==> src/hdl/rqs_pkg.sv <==
// Shared types and constants for the retry queue scheduler.
// No dependencies; used by every module of the block.
package rqs_pkg;

  localparam int QUEUE_DEPTH     = 8;
  localparam int MAX_FRAME_BYTES = 2048;
  localparam int IDX_W           = (QUEUE_DEPTH > 1) ? $clog2(QUEUE_DEPTH) : 1;

  localparam int TIME_W  = 32;
  localparam int LEN_W   = 16;
  localparam int FLEN_W  = 12;
  localparam int MAC_W   = 48;
  localparam int RCNT_W  = 4;
  localparam int SLOT_W  = 6;
  localparam int CNT_W   = 32;
  localparam int IVL_W   = 16;
  localparam int PADDR_W = 3;

  localparam logic REG_RETRY_LIMIT    = 1'b0;
  localparam logic REG_RETRY_INTERVAL = 1'b1;

  localparam logic [RCNT_W-1:0] RETRY_LIMIT_RST    = 4'd3;
  localparam logic [IVL_W-1:0]  RETRY_INTERVAL_RST = 16'd100;

  typedef enum logic [1:0] {
    ACT_STORE = 2'd0,
    ACT_RETX  = 2'd1,
    ACT_DROP  = 2'd2,
    ACT_FIN   = 2'd3
  } rqs_action_e;

  typedef struct packed {
    logic              valid;
    logic [TIME_W-1:0] rtime;
    logic [RCNT_W-1:0] rcnt;
    logic [FLEN_W-1:0] flen;
    logic [MAC_W-1:0]  mac;
  } rqs_entry_t;

  typedef struct packed {
    logic              en;
    logic              valid;
    logic              upd_sched;
    logic              upd_frame;
    logic [IDX_W-1:0]  idx;
    logic [TIME_W-1:0] rtime;
    logic [RCNT_W-1:0] rcnt;
    logic [FLEN_W-1:0] flen;
    logic [MAC_W-1:0]  mac;
  } rqs_wr_t;

  typedef struct packed {
    rqs_action_e       action;
    logic [SLOT_W-1:0] slot;
    logic [FLEN_W-1:0] flen;
    logic [MAC_W-1:0]  mac;
    logic [RCNT_W-1:0] rcnt;
    logic              evicted;
    logic [CNT_W-1:0]  relayed;
    logic [CNT_W-1:0]  dropped;
    logic              last;
  } rqs_res_t;

endpackage

==> src/hdl/rqs_store.sv <==
// Entry table of the retry queue scheduler: valid bits plus per-slot descriptors.
// Depends on rqs_pkg.
module rqs_store (
  input  logic                      clk_i,
  input  logic                      rst_ni,
  input  logic [rqs_pkg::IDX_W-1:0] rd_idx_i,
  output rqs_pkg::rqs_entry_t       rd_entry_o,
  input  rqs_pkg::rqs_wr_t          wr_i
);
  import rqs_pkg::*;

  logic [QUEUE_DEPTH-1:0] valid_q;
  logic [TIME_W-1:0]      rtime_q [QUEUE_DEPTH];
  logic [RCNT_W-1:0]      rcnt_q  [QUEUE_DEPTH];
  logic [FLEN_W-1:0]      flen_q  [QUEUE_DEPTH];
  logic [MAC_W-1:0]       mac_q   [QUEUE_DEPTH];

  always_ff @(posedge clk_i or negedge rst_ni) begin
    if (!rst_ni) begin
      valid_q <= '0;
    end else if (wr_i.en) begin
      valid_q[wr_i.idx] <= wr_i.valid;
    end
  end

  // Descriptor fields are only read behind a set valid bit, so they need no reset.
  always_ff @(posedge clk_i) begin
    if (wr_i.en && wr_i.upd_sched) begin
      rtime_q[wr_i.idx] <= wr_i.rtime;
      rcnt_q[wr_i.idx]  <= wr_i.rcnt;
    end
    if (wr_i.en && wr_i.upd_frame) begin
      flen_q[wr_i.idx] <= wr_i.flen;
      mac_q[wr_i.idx]  <= wr_i.mac;
    end
  end

  always_comb begin
    rd_entry_o.valid = valid_q[rd_idx_i];
    rd_entry_o.rtime = rtime_q[rd_idx_i];
    rd_entry_o.rcnt  = rcnt_q[rd_idx_i];
    rd_entry_o.flen  = flen_q[rd_idx_i];
    rd_entry_o.mac   = mac_q[rd_idx_i];
  end

endmodule

==> src/hdl/rqs_seq.sv <==
// Sequencer of the retry queue scheduler: walks the table one slot per cycle (a due slot
// waits while the result register is full) through a shared time comparator and adder,
// and owns the counters and result register. Depends on rqs_pkg and drives rqs_store.
module rqs_seq (
  input  logic                       clk_i,
  input  logic                       rst_ni,
  input  logic                       in_valid_i,
  output logic                       in_ready_o,
  input  logic                       in_kind_i,
  input  logic [rqs_pkg::TIME_W-1:0] in_now_i,
  input  logic [rqs_pkg::LEN_W-1:0]  in_len_i,
  input  logic [rqs_pkg::MAC_W-1:0]  in_mac_i,
  input  logic [rqs_pkg::RCNT_W-1:0] retry_limit_i,
  input  logic [rqs_pkg::IVL_W-1:0]  interval_i,
  output logic [rqs_pkg::IDX_W-1:0]  rd_idx_o,
  input  rqs_pkg::rqs_entry_t        rd_entry_i,
  output rqs_pkg::rqs_wr_t           wr_o,
  output logic                       res_valid_o,
  input  logic                       res_ready_i,
  output rqs_pkg::rqs_res_t          res_o
);
  import rqs_pkg::*;

  typedef enum logic [2:0] {
    ST_IDLE,
    ST_ENQ_SCAN,
    ST_ENQ_WR,
    ST_SVC_SCAN,
    ST_SVC_FIN
  } state_e;

  state_e            state_q, state_d;
  logic [IDX_W-1:0]  idx_q, idx_d;
  logic [TIME_W-1:0] now_q, now_d;
  logic [FLEN_W-1:0] len_q, len_d;
  logic [MAC_W-1:0]  mac_q, mac_d;
  logic              found_q, found_d;
  logic [IDX_W-1:0]  free_q, free_d;
  logic [TIME_W-1:0] best_q, best_d;
  logic [IDX_W-1:0]  best_idx_q, best_idx_d;
  logic [CNT_W-1:0]  relayed_q, relayed_d;
  logic [CNT_W-1:0]  dropped_q, dropped_d;
  logic              out_valid_q, out_valid_d;
  rqs_res_t          out_q, out_d;

  logic [TIME_W-1:0] cmp_a, cmp_b;
  logic              cmp_lt;
  logic [TIME_W-1:0] sched_time;
  logic              out_free;
  logic              last_idx;
  logic              due;
  logic [IDX_W-1:0]  enq_slot;

  // Shared unit: one 32-bit magnitude compare and the reschedule adder.
  always_comb begin
    if (state_q == ST_SVC_SCAN) begin
      cmp_a = now_q;
      cmp_b = rd_entry_i.rtime;
    end else begin
      cmp_a = rd_entry_i.rtime;
      cmp_b = best_q;
    end
    cmp_lt     = cmp_a < cmp_b;
    sched_time = now_q + TIME_W'(interval_i);
  end

  assign out_free   = !out_valid_q || res_ready_i;
  assign last_idx   = (idx_q == IDX_W'(QUEUE_DEPTH - 1));
  assign due        = rd_entry_i.valid && !cmp_lt;
  assign enq_slot   = found_q ? free_q : best_idx_q;
  assign in_ready_o = (state_q == ST_IDLE);
  assign rd_idx_o   = idx_q;
  assign res_valid_o = out_valid_q;
  assign res_o       = out_q;

  always_comb begin
    state_d     = state_q;
    idx_d       = idx_q;
    now_d       = now_q;
    len_d       = len_q;
    mac_d       = mac_q;
    found_d     = found_q;
    free_d      = free_q;
    best_d      = best_q;
    best_idx_d  = best_idx_q;
    relayed_d   = relayed_q;
    dropped_d   = dropped_q;
    out_valid_d = out_valid_q && !res_ready_i;
    out_d       = out_q;
    wr_o        = '0;

    unique case (state_q)
      ST_IDLE: begin
        if (in_valid_i) begin
          now_d   = in_now_i;
          len_d   = (in_len_i > LEN_W'(MAX_FRAME_BYTES)) ? FLEN_W'(MAX_FRAME_BYTES)
                                                         : FLEN_W'(in_len_i);
          mac_d   = in_mac_i;
          idx_d   = '0;
          found_d = 1'b0;
          state_d = in_kind_i ? ST_SVC_SCAN : ST_ENQ_SCAN;
        end
      end

      ST_ENQ_SCAN: begin
        if (!found_q && !rd_entry_i.valid) begin
          found_d = 1'b1;
          free_d  = idx_q;
        end
        // Strict less-than keeps the lowest index among equal retry times.
        if (idx_q == '0 || cmp_lt) begin
          best_d     = rd_entry_i.rtime;
          best_idx_d = idx_q;
        end
        if (last_idx) begin
          state_d = ST_ENQ_WR;
        end else begin
          idx_d = idx_q + IDX_W'(1);
        end
      end

      ST_ENQ_WR: begin
        if (out_free) begin
          dropped_d      = dropped_q + CNT_W'(!found_q);
          wr_o.en        = 1'b1;
          wr_o.valid     = 1'b1;
          wr_o.upd_sched = 1'b1;
          wr_o.upd_frame = 1'b1;
          wr_o.idx       = enq_slot;
          wr_o.rtime     = sched_time;
          wr_o.rcnt      = '0;
          wr_o.flen      = len_q;
          wr_o.mac       = mac_q;
          out_valid_d    = 1'b1;
          out_d.action   = ACT_STORE;
          out_d.slot     = SLOT_W'(enq_slot);
          out_d.flen     = len_q;
          out_d.mac      = mac_q;
          out_d.rcnt     = '0;
          out_d.evicted  = !found_q;
          out_d.relayed  = relayed_q;
          out_d.dropped  = dropped_d;
          out_d.last     = 1'b1;
          state_d        = ST_IDLE;
        end
      end

      ST_SVC_SCAN: begin
        // A due slot waits here until the result register can take its item.
        if (!due || out_free) begin
          if (due) begin
            wr_o.en       = 1'b1;
            wr_o.idx      = idx_q;
            out_valid_d   = 1'b1;
            out_d.slot    = SLOT_W'(idx_q);
            out_d.flen    = rd_entry_i.flen;
            out_d.mac     = rd_entry_i.mac;
            out_d.evicted = 1'b0;
            out_d.last    = 1'b0;
            if (rd_entry_i.rcnt >= retry_limit_i) begin
              wr_o.valid   = 1'b0;
              dropped_d    = dropped_q + CNT_W'(1);
              out_d.action = ACT_DROP;
              out_d.rcnt   = rd_entry_i.rcnt;
            end else begin
              wr_o.valid     = 1'b1;
              wr_o.upd_sched = 1'b1;
              wr_o.rtime     = sched_time;
              wr_o.rcnt      = rd_entry_i.rcnt + RCNT_W'(1);
              relayed_d      = relayed_q + CNT_W'(1);
              out_d.action   = ACT_RETX;
              out_d.rcnt     = wr_o.rcnt;
            end
            out_d.relayed = relayed_d;
            out_d.dropped = dropped_d;
          end
          if (last_idx) begin
            state_d = ST_SVC_FIN;
          end else begin
            idx_d = idx_q + IDX_W'(1);
          end
        end
      end

      ST_SVC_FIN: begin
        if (out_free) begin
          out_valid_d   = 1'b1;
          out_d.action  = ACT_FIN;
          out_d.slot    = '0;
          out_d.flen    = '0;
          out_d.mac     = '0;
          out_d.rcnt    = '0;
          out_d.evicted = 1'b0;
          out_d.relayed = relayed_q;
          out_d.dropped = dropped_q;
          out_d.last    = 1'b1;
          state_d       = ST_IDLE;
        end
      end

      default: begin
        state_d = ST_IDLE;
      end
    endcase
  end

  always_ff @(posedge clk_i or negedge rst_ni) begin
    if (!rst_ni) begin
      state_q     <= ST_IDLE;
      idx_q       <= '0;
      found_q     <= 1'b0;
      relayed_q   <= '0;
      dropped_q   <= '0;
      out_valid_q <= 1'b0;
    end else begin
      state_q     <= state_d;
      idx_q       <= idx_d;
      found_q     <= found_d;
      relayed_q   <= relayed_d;
      dropped_q   <= dropped_d;
      out_valid_q <= out_valid_d;
    end
  end

  always_ff @(posedge clk_i) begin
    now_q      <= now_d;
    len_q      <= len_d;
    mac_q      <= mac_d;
    free_q     <= free_d;
    best_q     <= best_d;
    best_idx_q <= best_idx_d;
    out_q      <= out_d;
  end

endmodule

==> src/hdl/retry_queue_scheduler_top.sv <==
// Retry queue scheduler: a table of pending retransmissions with timed service.
// Input channel s_axis: one item per command. tuser carries the kind (0 enqueue,
// 1 service); tdata carries now_tick, length and dest_mac.
// Output channel m_axis: result items. tuser carries the action (stored,
// retransmit, dropped, service finished); tlast marks the final result of a command.
// Configuration goes through the APB port: the retry limit at 0x0, retry_interval at 0x4.
// Every command walks all table slots, one slot per cycle while the output is not
// stalled, through a single shared time comparator. An enqueue yields its one
// result once the scan is done; a service yields one result per due slot as the
// scan passes it, then a closing result with both running counters.
// The result sits in a single output register, so the next command is accepted
// while the last result still waits. If the receiver stalls, the scan holds at
// the next slot that has a result to report.
// Reset clears all valid bits, both counters and the handshake state, and loads
// a retry limit of 3 and retry_interval 100.
// Depends on rqs_pkg, rqs_store and rqs_seq.
module retry_queue_scheduler_top (
  input  logic                         clk_i,
  input  logic                         rst_ni,
  input  logic                         s_axis_tvalid,
  output logic                         s_axis_tready,
  input  logic [95:0]                  s_axis_tdata,  // now_tick, length, dest_mac
  input  logic                         s_axis_tuser,  // kind
  output logic                         m_axis_tvalid,
  input  logic                         m_axis_tready,
  // slot, frame_length, dest_mac, retry_count, evicted, relayed_total,
  // dropped_total, zero pad
  output logic [135:0]                 m_axis_tdata,
  output logic [1:0]                   m_axis_tuser,  // action
  output logic                         m_axis_tlast,
  input  logic                         psel,
  input  logic                         penable,
  input  logic                         pwrite,
  input  logic [rqs_pkg::PADDR_W-1:0]  paddr,
  input  logic [31:0]                  pwdata,
  output logic [31:0]                  prdata,
  output logic                         pready
);
  import rqs_pkg::*;

  logic [RCNT_W-1:0] retry_limit_q;
  logic [IVL_W-1:0]  interval_q;
  logic              cfg_wr;
  logic [IDX_W-1:0]  rd_idx;
  rqs_entry_t        rd_entry;
  rqs_wr_t           wr;
  rqs_res_t          res;

  assign pready = 1'b1;
  assign cfg_wr = psel && penable && pwrite;

  always_ff @(posedge clk_i or negedge rst_ni) begin
    if (!rst_ni) begin
      retry_limit_q <= RETRY_LIMIT_RST;
      interval_q    <= RETRY_INTERVAL_RST;
    end else if (cfg_wr) begin
      unique case (paddr[2])
        REG_RETRY_LIMIT:    retry_limit_q <= pwdata[RCNT_W-1:0];
        REG_RETRY_INTERVAL: interval_q    <= pwdata[IVL_W-1:0];
        default: ;
      endcase
    end
  end

  always_comb begin
    unique case (paddr[2])
      REG_RETRY_LIMIT:    prdata = 32'(retry_limit_q);
      REG_RETRY_INTERVAL: prdata = 32'(interval_q);
      default:            prdata = '0;
    endcase
  end

  rqs_store u_store (
    .clk_i      (clk_i),
    .rst_ni     (rst_ni),
    .rd_idx_i   (rd_idx),
    .rd_entry_o (rd_entry),
    .wr_i       (wr)
  );

  rqs_seq u_seq (
    .clk_i         (clk_i),
    .rst_ni        (rst_ni),
    .in_valid_i    (s_axis_tvalid),
    .in_ready_o    (s_axis_tready),
    .in_kind_i     (s_axis_tuser),
    .in_now_i      (s_axis_tdata[31:0]),
    .in_len_i      (s_axis_tdata[47:32]),
    .in_mac_i      (s_axis_tdata[95:48]),
    .retry_limit_i (retry_limit_q),
    .interval_i    (interval_q),
    .rd_idx_o      (rd_idx),
    .rd_entry_i    (rd_entry),
    .wr_o          (wr),
    .res_valid_o   (m_axis_tvalid),
    .res_ready_i   (m_axis_tready),
    .res_o         (res)
  );

  assign m_axis_tuser = res.action;
  assign m_axis_tlast = res.last;
  assign m_axis_tdata = {1'b0, res.dropped, res.relayed, res.evicted, res.rcnt,
                         res.mac, res.flen, res.slot};

endmodule

==> config.mk <==
export PLATFORM = sky130hd
export DESIGN_NAME = retry_queue_scheduler_top
export DESIGN_NICKNAME = d
export VERILOG_FILES = /design/src/hdl/rqs_pkg.sv /design/src/hdl/rqs_store.sv /design/src/hdl/rqs_seq.sv /design/src/hdl/retry_queue_scheduler_top.sv
export SDC_FILE = /design/constraint.sdc
export NUM_CORES = 1
export LEC_CHECK = 0
export BUFFER_PORTS_ARGS = -buffer_cell sky130_fd_sc_hd__buf_2
export CAP_MARGIN = 0
export CORE_MARGIN = 4
export CORE_UTILIZATION = 40
export DETAILED_ROUTE_END_ITERATION = 8
export PLACE_DENSITY = 0.63
export SYNTH_ARGS = -nofsm -noshare
export SYNTH_HDL_FRONTEND = slang
export SYNTH_SLANG_ARGS = --single-unit
export TNS_END_PERCENT = 30
==> constraint.sdc <==
create_clock -name clk_i -period 32.4 [get_ports clk_i]
set_clock_uncertainty 0.2 [all_clocks]
set_input_delay 4.86 -clock clk_i [delete_from_list [all_inputs] [get_ports clk_i]]
set_output_delay 4.86 -clock clk_i [all_outputs]
set_load 0.005 [all_outputs]
Word-level counts from Yosys, hierarchy flattened. Memory sizes are Yosys's and may differ from the RTL's. Index checks and enable logic that the tools add are counted.

Bits in registers: 368. Memory bits (writable): 768. Word-level logic and storage cells: 145. Memories: 4.

Memory list: u_store.mac_q (depth 8, width 48, rd ports 1, clocked after Yosys merged registers in 0, write ports 1, RTL line rqs_store.sv:16) `logic [MAC_W-1:0] mac_q [QUEUE_DEPTH];`; u_store.rtime_q (depth 8, width 32, rd ports 1, clocked after Yosys merged registers in 0, write ports 1, RTL line rqs_store.sv:13) `logic [TIME_W-1:0] rtime_q [QUEUE_DEPTH];`; u_store.flen_q (depth 8, width 12, rd ports 1, clocked after Yosys merged registers in 0, write ports 1, RTL line rqs_store.sv:15) `logic [FLEN_W-1:0] flen_q [QUEUE_DEPTH];`; u_store.rcnt_q (depth 8, width 4, rd ports 1, clocked after Yosys merged registers in 0, write ports 1, RTL line rqs_store.sv:14) `logic [RCNT_W-1:0] rcnt_q [QUEUE_DEPTH];`.

Add/subtract/negate cells: 6. Magnitude comparators: 6. Equality and inequality tests: 14. Mux-type cells: 55. Bitwise gates (word level): 1. Reduce and logical (&&, ||, !) cells: 35.

Operator list (number): $mux W138 (4); $pmux W138 S3 (1); $mux W32 (7); $pmux W32 S2 (2); $mux W103 (1); $mux W39 (2); $pmux W39 S2 (1); $add A32 B1 Y32 const B (2); $mux W60 (1); $mux W36 (1); $mux W3 (11); $add A32 B1 Y32 (1); $add A32 B16 Y32 (1); $lt A32 B32 Y1 (1); $gt A16 B12 Y1 const B (1); $ne A2 B1 Y1 const B (7); $mux W1 (13); $pmux W3 S4 (1); $reduce_and A2 Y1 (5); $reduce_and A5 Y1 (2); $pmux W3 S3 (1); $reduce_and A3 Y1 (3); $bwmux W8 (1); $logic_and A1 B1 Y1 (8); other kinds (23) (39).

Depth between registers and ports, before layout.
Depth in word-level cells: 14. Gate-level depth with buffers: 21.

Hierarchy. From an unflattened synthesis, not the netlist that was laid out.

Cells, all modules: 2676. Area total of the unflattened synthesis: 47206.5 µm².

By module, submodules not included: rqs_store (instances 1, cells each 1165, area an instance 29364.4 µm², sequential area each 23262.3 µm²); rqs_seq (instances 1, cells each 1430, area an instance 16753.6 µm², sequential area each 9759.4 µm²); retry_queue_scheduler_top (instances 1, cells each 81, area an instance 1088.5 µm², sequential area each 506.7 µm²).

Worst setup path before layout. OpenSTA, ideal clock, no wires.

Path type: input-to-reg. Start: input port m_axis_tready. End: register u_seq.out_q (netlist bit u_seq.res_o[0]) (enable). Setup time: 631 ps. Arrival: 10719 ps. Setup slack: 20850 ps. Stages: 3. Buffers on the path: 1. Cell sequence: nor2b_1 -> clkbuf_1 -> nor2_1.

Cells in the longest elaborated chain, start to end: 4. Elaborated cells between the ends (all ways): 6.

RTL lines: start: declaration (RTL line retry_queue_scheduler_top.sv:25) `input logic m_axis_tready,`; $logic_or A1 B1 Y1 * (RTL line rqs_seq.sv:67) `assign out_free = !out_valid_q || res_ready_i;`; $logic_or A1 B1 Y1 (RTL line rqs_seq.sv:150) `if (!due || out_free) begin`; $ne A2 B2 Y1 (no line); $reduce_and A5 Y1 (no line) *; end signal: assignment (RTL line rqs_seq.sv:232) `out_q <= out_d;`; end: declaration (RTL line rqs_seq.sv:44) `rqs_res_t out_q, out_d;`.

Mark *: on every way between the ends. The rest lies on a longest branch, timed or not. A chain may end at the register's enable or synchronous reset.

Worst setup path after layout.
Start: input port paddr[2] (netlist name). End: output port prdata[0].

Cells in the longest elaborated chain, start to end: 2.

RTL lines: start: declaration (RTL line retry_queue_scheduler_top.sv:34) `input logic [rqs_pkg::PADDR_W-1:0] paddr,`; $not A1 Y1 (no line); $pmux W32 S2 * (RTL line retry_queue_scheduler_top.sv:66) `unique case (paddr[2])`; end: declaration (RTL line retry_queue_scheduler_top.sv:36) `output logic [31:0] prdata,`.

Mark *: on every way between the ends. The rest lies on a longest branch, timed or not. The select of a mux whose other input is x is not followed.

==> results.json <==
{
  "peakVddDrop_v": 0.00007050,
  "start_kind": "primary input",
  "die_h_um": 350.4,
  "grt.total_usage": 0.1701,
  "worstHoldEndpoint": "u_seq.dropped_q[31]",
  "ant_nets": 0,
  "grt_pass1_wl_um": 158500,
  "fillCellCount": 10000,
  "crit_fanout": 21,
  "drc": 0,
  "hold_path.startpoint": "u_seq.dropped_q[31]",
  "dieArea_um2": 122800,
  "grt_max_degree": 99,
  "coreArea_um2": 116400,
  "fin_crit_ns": 10.76,
  "yosysWarnings": 0,
  "fin_util": 0.4616,
  "drt_wl_total_um": 104700,
  "async_flop_share": 0.08826,
  "gp_congestion": 0.7717,
  "ys_seq_elements": 1133,
  "first_pass_iters": 5,
  "syn_area_um2": 46900,
  "clk_path_buf_depth": 3,
  "cts_tree": "done",
  "fmax_mhz": 92.91,
  "fin_crit_sh": 0.3322,
  "synth.distinct_cells": 78,
  "finalSetupViolations": 0,
  "numPlacedInstances": 4460,
  "postCtsHoldBufs": 0,
  "cts_resized": 0,
  "synth-edff-count": 1033,
  "worstReg2RegEnd": "u_store.mac_q[6][16]",
  "r2r-start": "u_seq.rd_idx_o[1]",
  "p_leak_nw": 18.97,
  "ctsRootBufferMaster": "clkbuf_16",
  "ys.flop_type": "edfxtp_1",
  "final_cells": 4673,
  "syn_inst": 2749,
  "reg2reg_depth": 14,
  "cp.arrival_ns": 5.70,
  "vias": 24863,
  "max_slew.worst_pin.slew_ns": 1.072,
  "timing_worst_setup_path_type": "in2out",
  "port-buffer-count": 273,
  "avgRoutedWirePerCell_um": 22.41,
  "seq_area_frac_synth": 0.7149,
  "cap_viol_max_count": 0,
  "cts_buffers": 117,
  "tns_ns": 0,
  "clk_latency_ns": 0.72,
  "reg2reg_slack_ns": 24.56,
  "layout.nets": 3255,
  "min_path_type": "reg2reg",
  "cts.sinks": 1133,
  "dp_hpwl_um": 60730,
  "start_util": 0.4031,
  "critPathRequiredTime_ns": 27.34,
  "drv_slew": 0,
  "hold_violations": 0,
  "die_x_um": 350.4,
  "p_per_area_nw_per_um2": 87.87,
  "post_cts_buffers": 0,
  "status": "finished, final reports clean",
  "clk_pin_slew_ns": 0.06,
  "vias_per_cell": 5.321,
  "antenna_found_initial": 3,
  "grt_pass1_vias": 25421,
  "layout-drive-gt1-share": 0.2392,
  "htreeDepth": 3,
  "rsz0062_at_grt": "no",
  "max_slew_margin": 0.2850,
  "rows": 125,
  "avgSynthCellArea_um2": 17.06,
  "cp-end-kind": "output pin",
  "drt_iter0_drc": 2279,
  "area_growth_pct": 14.53,
  "final_area_um2": 53720,
  "grt_overflow_total": 0,
  "dpl_cell_area_um2": 50110,
  "whs_path_depth": 1,
  "io_pins": 313
}
-- flip-flops by register name, summed over array words and instances, names as in the netlist, 48 cells and up --
register,cells
u_seq.res_o,135
u_store.flen_q,96
u_store.mac_q,384
u_store.rtime_q,256
u_seq.mac_q,48
-- critical path: stages --
cell and delay (ns):
buf_2 0.33, mux2_2 0.38, buf_2 0.12
-- power breakdown --
part | switching, mW | internal, mW
registers | 0.0984 | 1.92
clock network | 0.562 | 0.697
logic | 0.896 | 0.545
-- synth_stat cells, drive strengths merged, types with 3 or more instances --
| cell type | number | area share |
|---|---|---|
| edfxtp | 1033 | 0.66 |
| mux4 | 194 | 0.093 |
| nor2 | 159 | 0.014 |
| nand2 | 154 | 0.012 |
| xnor2 | 122 | 0.023 |
| and2 | 100 | 0.013 |
| mux2i | 97 | 0.021 |
| o21ai | 97 | 0.010 |
| dfrtp | 95 | 0.051 |
| clkbuf | 87 | 0.0070 |
| a21oi | 86 | 0.0093 |
| buf | 66 | 0.0078 |
| ha | 60 | 0.016 |
| inv | 60 | 0.0048 |
| nand3 | 45 | 0.0048 |
| nand4 | 32 | 0.0043 |
| mux2 | 29 | 0.0070 |
| xor2 | 29 | 0.0054 |
| and3 | 28 | 0.0037 |
| nor3 | 27 | 0.0029 |
| o211ai | 15 | 0.0024 |
| and4 | 12 | 0.0022 |
| a21o | 11 | 0.0018 |
| o2111ai | 11 | 0.0021 |
| a211oi | 9 | 0.0014 |
| nor4 | 9 | 0.0020 |
| or3 | 6 | 0.00080 |
| dfstp | 5 | 0.0028 |
| o22ai | 5 | 0.00067 |
| o31ai | 5 | 0.00080 |
| nand2b | 4 | 0.00053 |
| nand3b | 4 | 0.00064 |
| o221ai | 4 | 0.00075 |
| a211o | 3 | 0.00056 |
| a311oi | 3 | 0.00056 |
| o21a | 3 | 0.00048 |
| o31a | 3 | 0.00056 |
| or2 | 3 | 0.00040 |
-- final cells by class --
type	count	area (um^2)	area share
sequential	1133	33540	0.6243
multi-input combinational	1422	12690	0.2362
clock buffer	141	3018	0.05618
tap	1524	1907	0.03550
timing repair buffer	321	1742	0.03242
clock inverter	71	584.3	0.01088
inverter	60	237.7	0.004426
antenna	1	2.502	0.00004659
-- layer usage --
| layer | track usage | routed length [um] |
|---|---|---|
| met3 | 0.02644 | 6039 |
| met2 | 0.2759 | 49860 |
| met5 | 0 | 0 |
| met1 | 0.2430 | 46750 |
| met4 | 0.04168 | 2067 |
-- worst max path at each step --
stage | cells after the start | from | endpoint | slack [ns]
finish | 3 | paddr[2] | prdata[0] | 21.64
global route | 3 | paddr[2] | prdata[0] | 21.58
CTS | 3 | paddr[2] | prdata[0] | 21.60
detailed placement | 3 | paddr[2] | prdata[0] | 21.61
global placement | 3 | paddr[2] | prdata[0] | 21.61
floorplan | 3 | m_axis_tready | u_seq.res_o[0] | 20.85
-- through the flow --
stage                     power [mW]  hold slack (ns)  setup slack (ns)
final                          4.720           0.2964             21.64
after global routing           4.998           0.3167             21.58
after CTS                      4.782           0.3010             21.60
after detailed placement       3.511           0.2899             21.61
after global placement         3.493           0.2811             21.61
after floorplan                3.027           0.2625             20.85
-- layout by cell type (no fill, tap or decap), types with 23 or more instances in the layout --
master        n
nor3_1       26
dfrtp_1      93
xor2_1       29
clkinv_1     30
ha_1         60
mux2i_1      96
and2_1      100
buf_4        48
nand4_1      32
clkbuf_1     24
a21oi_1      85
o21ai_0      94
mux2_2       28
xnor2_1     122
nor2_1      131
buf_2       272
edfxtp_1   1033
clkinv_2     23
nand3_1      45
mux4_2      194
nand2_1     153
clkbuf_16   117
nor2_4       28
and3_1       28
inv_1        56
-- logic make-up after synthesis --
group	count (synthesis)	synth area share
AOI/OAI and AO/OA	278	0.03599
xor gates and xnor gates	151	0.02820
adders and majority gates	61	0.01643
buffers and inverters	213	0.01961
DFF	1133	0.7149
muxes	320	0.1211
other	2	0.0001601
and+or+nand+nor	591	0.06363
No activity file was read; power rests on OpenSTA's default activity.
